**src/rtl/hpq_pkg.sv**
```systemverilog
// hpq_pkg: types, sizes and codes shared by the binary min-heap queue.
// No dependencies; imported by hpq_ctrl and binary_min_heap_queue.
package hpq_pkg;

  localparam int CAPACITY = 128;
  localparam int KEY_W    = 32;
  localparam int ACT_W    = 2;
  localparam int SLOT_W   = 8;
  localparam int CNT_W    = 8;
  localparam int ADDR_W   = $clog2(CAPACITY);
  localparam int POS_W    = $clog2(CAPACITY + 1);
  localparam int EXT_W    = (POS_W > SLOT_W) ? POS_W : SLOT_W;

  typedef logic signed [KEY_W-1:0] key_t;

  typedef enum logic [ACT_W-1:0] {
    ACT_INSERT  = 2'd0,
    ACT_DELETE  = 2'd1,
    ACT_REPLACE = 2'd2
  } action_e;

  typedef enum logic [1:0] {
    ST_OK       = 2'd0,
    ST_EMPTY    = 2'd1,
    ST_FULL     = 2'd2,
    ST_BAD_SLOT = 2'd3
  } status_e;

  typedef struct packed {
    logic [ACT_W-1:0]  action;
    logic signed [KEY_W-1:0] key;
    logic [SLOT_W-1:0] slot;
  } req_t;

  typedef struct packed {
    logic signed [KEY_W-1:0] min_key;
    status_e           status;
    logic [CNT_W-1:0]  count;
  } rsp_t;

  // finished request from the controller, registered at the top level
  typedef struct packed {
    logic valid;
    rsp_t rsp;
  } fin_t;

endpackage

```
**src/rtl/binary_min_heap_queue.sv**
```systemverilog
// binary_min_heap_queue: top level of the min-heap priority queue.
// Depends on hpq_pkg, hpq_ram and hpq_ctrl.
//
// Channel   | Direction | Handshake                | Payload
// ----------+-----------+--------------------------+--------------------------------
// request   | in        | start_i high, busy_o low | req_i  (action, key, slot)
// result    | out       | done_o strobe, 1 cycle   | rsp_o  (min_key, status, count)
//
// Errors and the unused action finish in the accept cycle. Insert climbs from
// the new last slot to the root or stops below it; a replace that climbs does
// the same. Delete-min reads the root and the last key, then sinks level by
// level (into a lone left child on one read) until it stops; a replace that
// does not climb sinks the same way, after a parent compare off the root. The
// worst case is a replace of the root of a full heap that sinks to slot 128.
// The pace is set by the single-read-port key RAM: each level costs a parent
// read, or a left and a right child read, before the compare and write-back.
// The result strobe is registered, in the cycle after the controller finishes;
// by then busy_o is already low, so the next request may be taken alongside it.
// Reset clears state, key count and strobe; the key RAM needs no clearing
// since only slots 1..count are ever read. The receiver cannot stall results.
// Reads and writes never touch the same entry in one cycle, so no forwarding.
module binary_min_heap_queue import hpq_pkg::*; (
  input  logic clk_i,
  input  logic rst_ni,
  input  logic start_i,
  input  req_t req_i,
  output logic busy_o,
  output logic done_o,
  output rsp_t rsp_o
);

  fin_t              fin;
  logic              mem_we;
  logic [ADDR_W-1:0] mem_waddr;
  logic [KEY_W-1:0]  mem_wdata;
  logic              mem_re;
  logic [ADDR_W-1:0] mem_raddr;
  logic [KEY_W-1:0]  mem_rdata;

  logic done_q;
  rsp_t rsp_q;

  hpq_ctrl u_ctrl (
    .clk_i       (clk_i),
    .rst_ni      (rst_ni),
    .start_i     (start_i),
    .req_i       (req_i),
    .busy_o      (busy_o),
    .fin_o       (fin),
    .mem_we_o    (mem_we),
    .mem_waddr_o (mem_waddr),
    .mem_wdata_o (mem_wdata),
    .mem_re_o    (mem_re),
    .mem_raddr_o (mem_raddr),
    .mem_rdata_i (mem_rdata)
  );

  // key store, slot n lives at address n-1
  hpq_ram #(
    .DATA_W (KEY_W),
    .ADDR_W (ADDR_W)
  ) u_ram (
    .clk_i   (clk_i),
    .we_i    (mem_we),
    .waddr_i (mem_waddr),
    .wdata_i (mem_wdata),
    .re_i    (mem_re),
    .raddr_i (mem_raddr),
    .rdata_o (mem_rdata)
  );

  // result register: one-cycle strobe, payload held until the next result
  always_ff @(posedge clk_i or negedge rst_ni) begin
    if (!rst_ni) begin
      done_q <= 1'b0;
    end else begin
      done_q <= fin.valid;
    end
  end

  always_ff @(posedge clk_i) begin
    if (fin.valid) begin
      rsp_q <= fin.rsp;
    end
  end

  assign done_o = done_q;
  assign rsp_o  = rsp_q;

endmodule

```
**src/rtl/hpq_ram.sv**
```systemverilog
// hpq_ram: generic single-write, single-read synchronous RAM.
// Read data is registered. No dependencies.
module hpq_ram #(
  parameter int DATA_W = 32,
  parameter int ADDR_W = 7
) (
  input  logic              clk_i,
  input  logic              we_i,
  input  logic [ADDR_W-1:0] waddr_i,
  input  logic [DATA_W-1:0] wdata_i,
  input  logic              re_i,
  input  logic [ADDR_W-1:0] raddr_i,
  output logic [DATA_W-1:0] rdata_o
);

  localparam int DEPTH = 1 << ADDR_W;

  logic [DATA_W-1:0] mem [DEPTH];
  logic [DATA_W-1:0] rdata_q;

  always_ff @(posedge clk_i) begin
    if (we_i) begin
      mem[waddr_i] <= wdata_i;
    end
  end

  always_ff @(posedge clk_i) begin
    if (re_i) begin
      rdata_q <= mem[raddr_i];
    end
  end

  assign rdata_o = rdata_q;

endmodule

```
**src/rtl/hpq_ctrl.sv**
```systemverilog
// hpq_ctrl: heap sequencer; runs insert, delete-min and replace as
// sift-up / sift-down walks over the key RAM. Depends on hpq_pkg.
module hpq_ctrl import hpq_pkg::*; (
  input  logic              clk_i,
  input  logic              rst_ni,
  input  logic              start_i,
  input  req_t              req_i,
  output logic              busy_o,
  output fin_t              fin_o,
  output logic              mem_we_o,
  output logic [ADDR_W-1:0] mem_waddr_o,
  output logic [KEY_W-1:0]  mem_wdata_o,
  output logic              mem_re_o,
  output logic [ADDR_W-1:0] mem_raddr_o,
  input  logic [KEY_W-1:0]  mem_rdata_i
);

  typedef enum logic [2:0] {
    S_IDLE,
    S_UP_RD,
    S_UP_CMP,
    S_DEL_ROOT,
    S_DEL_LAST,
    S_DN_CHK,
    S_DN_L,
    S_DN_R
  } state_e;

  state_e           state_q, state_d;
  logic [POS_W-1:0] count_q, count_d;
  logic [POS_W-1:0] pos_q, pos_d;
  key_t             key_q, key_d;
  key_t             min_q, min_d;
  key_t             lkey_q, lkey_d;
  logic             down_q, down_d;   // replace: sift down if no up move

  key_t             rdata;
  logic [POS_W:0]   lpos, rpos;
  logic             l_ok, r_ok;
  key_t             child_key;
  logic [POS_W:0]   child_pos;

  // one-based slot to RAM address
  function automatic logic [ADDR_W-1:0] addr_of(input logic [POS_W-1:0] p);
    logic [POS_W-1:0] m;
    m = p - POS_W'(1);
    return m[ADDR_W-1:0];
  endfunction

  assign rdata = key_t'(mem_rdata_i);
  assign lpos  = {pos_q, 1'b0};
  assign rpos  = {pos_q, 1'b1};
  assign l_ok  = lpos <= {1'b0, count_q};
  assign r_ok  = rpos <= {1'b0, count_q};

  // left child wins ties
  always_comb begin
    if (rdata < lkey_q) begin
      child_key = rdata;
      child_pos = rpos;
    end else begin
      child_key = lkey_q;
      child_pos = lpos;
    end
  end

  assign busy_o = (state_q != S_IDLE);

  always_comb begin
    state_d     = state_q;
    count_d     = count_q;
    pos_d       = pos_q;
    key_d       = key_q;
    min_d       = min_q;
    lkey_d      = lkey_q;
    down_d      = down_q;
    mem_we_o    = 1'b0;
    mem_waddr_o = addr_of(pos_q);
    mem_wdata_o = key_q;
    mem_re_o    = 1'b0;
    mem_raddr_o = addr_of(pos_q);
    fin_o.valid       = 1'b0;
    fin_o.rsp.min_key = min_q;
    fin_o.rsp.status  = ST_OK;
    fin_o.rsp.count   = CNT_W'(count_q);

    case (state_q)
      S_IDLE: begin
        if (start_i) begin
          min_d  = '0;
          key_d  = req_i.key;
          down_d = 1'b0;
          fin_o.rsp.min_key = '0;
          case (req_i.action)
            ACT_INSERT: begin
              if (count_q == POS_W'(CAPACITY)) begin
                fin_o.valid      = 1'b1;
                fin_o.rsp.status = ST_FULL;
              end else begin
                count_d = count_q + POS_W'(1);
                pos_d   = count_q + POS_W'(1);
                state_d = S_UP_RD;
              end
            end
            ACT_DELETE: begin
              if (count_q == '0) begin
                fin_o.valid      = 1'b1;
                fin_o.rsp.status = ST_EMPTY;
              end else begin
                mem_re_o    = 1'b1;
                mem_raddr_o = '0;
                state_d     = S_DEL_ROOT;
              end
            end
            ACT_REPLACE: begin
              if (req_i.slot == '0 || EXT_W'(req_i.slot) > EXT_W'(count_q)) begin
                fin_o.valid      = 1'b1;
                fin_o.rsp.status = ST_BAD_SLOT;
              end else begin
                pos_d   = POS_W'(req_i.slot);
                down_d  = 1'b1;
                state_d = S_UP_RD;
              end
            end
            default: begin
              fin_o.valid = 1'b1;
            end
          endcase
        end
      end

      S_UP_RD: begin
        if (pos_q == POS_W'(1)) begin
          if (down_q) begin
            state_d = S_DN_CHK;
          end else begin
            mem_we_o    = 1'b1;
            fin_o.valid = 1'b1;
            state_d     = S_IDLE;
          end
        end else begin
          mem_re_o    = 1'b1;
          mem_raddr_o = addr_of(pos_q >> 1);
          state_d     = S_UP_CMP;
        end
      end

      S_UP_CMP: begin
        if (key_q < rdata) begin
          // parent drops into the hole; once moved, no sift-down is needed
          mem_we_o    = 1'b1;
          mem_wdata_o = rdata;
          pos_d       = pos_q >> 1;
          down_d      = 1'b0;
          state_d     = S_UP_RD;
        end else if (down_q) begin
          state_d = S_DN_CHK;
        end else begin
          mem_we_o    = 1'b1;
          fin_o.valid = 1'b1;
          state_d     = S_IDLE;
        end
      end

      S_DEL_ROOT: begin
        min_d       = rdata;
        mem_re_o    = 1'b1;
        mem_raddr_o = addr_of(count_q);
        count_d     = count_q - POS_W'(1);
        state_d     = S_DEL_LAST;
      end

      S_DEL_LAST: begin
        key_d = rdata;
        pos_d = POS_W'(1);
        if (count_q == '0) begin
          fin_o.valid = 1'b1;
          state_d     = S_IDLE;
        end else begin
          state_d = S_DN_CHK;
        end
      end

      S_DN_CHK: begin
        if (!l_ok) begin
          mem_we_o    = 1'b1;
          fin_o.valid = 1'b1;
          state_d     = S_IDLE;
        end else begin
          mem_re_o    = 1'b1;
          mem_raddr_o = addr_of(lpos[POS_W-1:0]);
          state_d     = S_DN_L;
        end
      end

      S_DN_L: begin
        if (r_ok) begin
          lkey_d      = rdata;
          mem_re_o    = 1'b1;
          mem_raddr_o = addr_of(rpos[POS_W-1:0]);
          state_d     = S_DN_R;
        end else if (rdata < key_q) begin
          mem_we_o    = 1'b1;
          mem_wdata_o = rdata;
          pos_d       = lpos[POS_W-1:0];
          state_d     = S_DN_CHK;
        end else begin
          mem_we_o    = 1'b1;
          fin_o.valid = 1'b1;
          state_d     = S_IDLE;
        end
      end

      S_DN_R: begin
        if (child_key < key_q) begin
          mem_we_o    = 1'b1;
          mem_wdata_o = child_key;
          pos_d       = child_pos[POS_W-1:0];
          state_d     = S_DN_CHK;
        end else begin
          mem_we_o    = 1'b1;
          fin_o.valid = 1'b1;
          state_d     = S_IDLE;
        end
      end

      default: begin
        state_d = S_IDLE;
      end
    endcase
  end

  always_ff @(posedge clk_i or negedge rst_ni) begin
    if (!rst_ni) begin
      state_q <= S_IDLE;
      count_q <= '0;
      down_q  <= 1'b0;
    end else begin
      state_q <= state_d;
      count_q <= count_d;
      down_q  <= down_d;
    end
  end

  always_ff @(posedge clk_i) begin
    pos_q  <= pos_d;
    key_q  <= key_d;
    min_q  <= min_d;
    lkey_q <= lkey_d;
  end

endmodule
```
**config.mk**
```make
export PLATFORM = sky130hd
export DESIGN_NAME = binary_min_heap_queue
export DESIGN_NICKNAME = d
export VERILOG_FILES = /design/src/rtl/hpq_pkg.sv /design/src/rtl/binary_min_heap_queue.sv /design/src/rtl/hpq_ram.sv /design/src/rtl/hpq_ctrl.sv
export SDC_FILE = /design/constraint.sdc
export NUM_CORES = 2
export LEC_CHECK = 0
export BUFFER_PORTS_ARGS = -buffer_cell sky130_fd_sc_hd__buf_2
export CAP_MARGIN = 20
export CORE_MARGIN = 3
export CORE_UTILIZATION = 35
export CTS_BUF_LIST = sky130_fd_sc_hd__clkbuf_4 sky130_fd_sc_hd__clkbuf_8
export CTS_CLUSTER_DIAMETER = 60
export CTS_CLUSTER_SIZE = 14
export DETAILED_ROUTE_END_ITERATION = 8
export GPL_TIMING_DRIVEN = 1
export PLACE_DENSITY_LB_ADDON = 0.08
export SYNTH_ARGS = -nofsm -noshare
export SYNTH_HDL_FRONTEND = slang
export SYNTH_HIERARCHICAL = 1
export SYNTH_SLANG_ARGS = --single-unit
```
**constraint.sdc**
```tcl
create_clock -name clk_i -period 7 [get_ports clk_i]
set_input_delay 0.7 -clock clk_i [delete_from_list [all_inputs] [get_ports clk_i]]
set_output_delay 0.7 -clock clk_i [all_outputs]
set_load 0.02 [all_outputs]
```
==> impl_metrics.json <==
{
  "cp_data_arrival_time_ps": 7580,
  "critical_path_class": "reg -> reg",
  "cts-htree-levels": 5,
  "cp_slowest_cell": "edfxtp_1",
  "ys_types": 69,
  "met3_usage": 0.0310,
  "setup.worst_path.start_class": "register",
  "cts_tree": "done",
  "reg2reg_from": "u_ram/rdata_o[21]",
  "cts_sinks": 4287,
  "top_usage_layer": "met2",
  "setup_viol": 0,
  "crit_path_start": "u_ram/rdata_o[21]",
  "synth_ff_type": "edfxtp_1",
  "globalplace.congestion": 0.788,
  "use_met1": 0.335,
  "hold_path_end": "u_ctrl/pos_q[0]",
  "ios": 89,
  "nets": 7903,
  "critPathMostFrequentCell": "buf_12",
  "timing.final.ws_setup_ps": 237,
  "fillerInstances": 42000,
  "hpwl_microns": 310000,
  "syn_area_sq_um": 168000,
  "crit_required_ps": 7810,
  "tightest_slew_ps": 1230,
  "drc": 0,
  "antenna_left": 0,
  "rsz0062_at_grt": "no",
  "min_from": "req_i[0]",
  "r2r_slack_ps": 240,
  "cap_violations": 0,
  "min_path_type": "in -> reg",
  "cts_buffers": 405,
  "portBuffers": 88,
  "overflow": 0,
  "cp_max_fo": 128,
  "crit_chain": "ha_1, and4_1, a221oi_1, o22ai_1, a211oi_4, buf_12, nand2_1, o21ai_0, ha_1, nand4_1, o211ai_1, o221ai_2, a31oi_2, or4_4, a21boi_4, nor4b_4, buf_12, buf_4, o21ai_1, o211ai_4, buf_12",
  "finalCritPeriodShare": 0.966,
  "slowest_delay_ps": 650,
  "async_flop_share": 0.00303,
  "antenna_found_initial": 61,
  "wire_per_inst_microns": 38.0,
  "multiInputGateArea_sq_um": 38500,
  "grt_max_degree": 129,
  "start_util": 0.352,
  "areaGrowthSynthToFinish_pct": 13.2,
  "drtIter0Drc": 10300,
  "core_area_sq_um": 476000,
  "clockBufferDepth": 4,
  "endpoint_kind": "register",
  "die_h_microns": 698,
  "hold_viol": 0,
  "hold-path-cell-count": 3,
  "track_usage": 0.221,
  "cts_root_buffer": "clkbuf_8",
  "rows": 253,
  "routed_via_density": 5.65,
  "die_x_microns": 698,
  "synth_nets": 7263,
  "place_ws_ps": 96.2,
  "clkTransAtPathRegs_ps": 90,
  "report.final.slew_viol_count": 0,
  "status": "complete, no violations",
  "fmax_ghz": 0.148,
  "synth_cells": 7098,
  "grt_first_pass_wirelength_microns": 739000,
  "relSlewSlack": 0.177,
  "wirelength_microns": 547000,
  "timing.final.crit_period_ps": 6760,
  "seq_area_frac_synth": 0.767,
  "drive_gt1_frac": 0.348,
  "syn_avg_cell_area_sq_um": 23.6,
  "fin_skew_ps": 84.2,
  "grt_pass1_vias": 82200,
  "synth_edf_count": 4274,
  "die_area_sq_um": 487000,
  "use_met2": 0.346,
  "regArea_sq_um": 129000,
  "synth-seq-cells": 4287,
  "first_pass_iters": 5,
  "clk-insertion-delay-late_ps": 1210,
  "rr_worst_depth": 21,
  "vias": 81200,
  "ys_warn_count": 6,
  "r2r-end": "u_ram/mem[82][21]"
}
layout by cell type (no fill, tap or decap), drive strengths merged, types with 10 or more instances in the layout:
cell	instances
nand3	26
nor2b	11
nor2	179
a211oi	14
a221oi	10
ha	120
clkinvlp	41
o21ai	107
dfrtp	13
edfxtp	4274
xnor2	27
and2	68
nor3	27
clkinv	96
bufinv	37
o211ai	37
nand2	133
mux4	1344
a21oi	53
buf	557
dlygate4sd3	39
mux2	65
diode	30
nand4	22
inv	129
clkbuf	436
cell type report:
cell class	count	share of cell area
tap	6375	0.0420
clock buffer	436	0.0308
sequential	4287	0.678
inverter	98	0.00194
clock inverter	205	0.0120
antenna	30	0.000395
timing repair buffer	596	0.0324
multi-input combinational	2350	0.203
worst max path at each step:
stage	end	slack [ps]	cells past startpoint
3_5_place_dp	u_ram/mem[124][19]	100	21
4_1_cts	u_ram/mem[36][19]	70	21
6_report	u_ram/mem[82][21]	240	21
5_1_grt	u_ram/mem[104][19]	10	21
3_3_place_gp	u_ram/mem[116][1]	60	19
2_1_floorplan	u_ram/mem[0][31]	-300	20
cell families (layout without fill, tap and decap cells):
family,after synthesis,count (layout),share of synthesized area
mux,1418,1418,0.185
compound gates,280,280,0.0115
other cells,0,30,0
simple gates,501,501,0.0139
xor+xnor,31,31,0.00162
flops,4287,4287,0.767
buf+inv,461,1335,0.0113
fa+ha+maj,120,120,0.00895
critical path, delay by kind of cell, from the launching register on:
family | cells | cell delay (ps)
AOI/OAI and AO/OA | 10 | 2260
and+or+nand+nor | 5 | 1320
buffers and inverters | 4 | 920
adders and majority gates | 2 | 740
DFF | 1 | 650
per-stage QoR:
step / hold WS, ps / cells / area, sq um / setup TNS (ps) / util
floorplan: 404 / 7098 / 168000 / -38560 / -
global placement: 482 / 13700 / 181000 / 0 / 0.380
detailed placement: 493 / 13700 / 181000 / 0 / 0.380
CTS: 5.76 / 14300 / 190000 / 0 / 0.398
global route: 94.5 / 14400 / 190000 / 0 / 0.399
finish: 189 / 14400 / 190000 / 0 / 0.399
cell usage after synthesis (13+ instances only):
| cell type | count | share of area |
|---|---|---|
| buf_2 | 79 | 0.0024 |
| ha_1 | 120 | 0.0090 |
| o21ai_0 | 69 | 0.0021 |
| nand2_1 | 133 | 0.0030 |
| buf_1 | 51 | 0.0011 |
| edfxtp_1 | 4274 | 0.77 |
| nand4_1 | 22 | 0.00082 |
| nor2_1 | 179 | 0.0040 |
| nand3_1 | 26 | 0.00078 |
| xnor2_1 | 27 | 0.0014 |
| and2_1 | 68 | 0.0025 |
| dfrtp_1 | 13 | 0.0019 |
| clkbuf_1 | 221 | 0.0049 |
| inv_1 | 97 | 0.0022 |
| nor3_1 | 26 | 0.00078 |
| a21oi_1 | 53 | 0.0016 |
| o21ai_1 | 36 | 0.0011 |
| o211ai_2 | 31 | 0.0023 |
| mux2_2 | 64 | 0.0043 |
| mux4_2 | 1344 | 0.18 |
timing repair:
| item | in CTS | in global routing |
|---|---|---|
| hold buffers | 39 | 0 |
| resized for setup | 0 | 1 |
| setup endpoints to repair | 0 | 938 |
| setup buffers | 0 | 10 |
| hold endpoints to repair | 52 | 0 |
flip-flops by register name, summed over array words and instances (netlist names):
name / cells
u_ctrl/count_q: 8
u_ram/rdata_o: 32
u_ctrl/min_q: 32
done_o: 1
u_ctrl/lkey_q: 32
u_ctrl/state_q: 3
rsp_o: 42
u_ctrl/pos_q: 8
u_ctrl/down_q: 1
u_ctrl/key_q: 32
u_ram/mem: 4096
routing by layer:
layer | wire [microns] | part of all wire | up-vias
met3 | 35700 | 0.065 | 466
met1 | 247000 | 0.45 | 46200
met2 | 255000 | 0.47 | 3003
met4 | 8920 | 0.016 | 4
li1 | - | - | 31600
met5 | 27 | 0.000049 | -
Power is left out: the tool's default activity adds up to more than one toggle a clock period on the data nets, which glitch-free logic cannot reach.
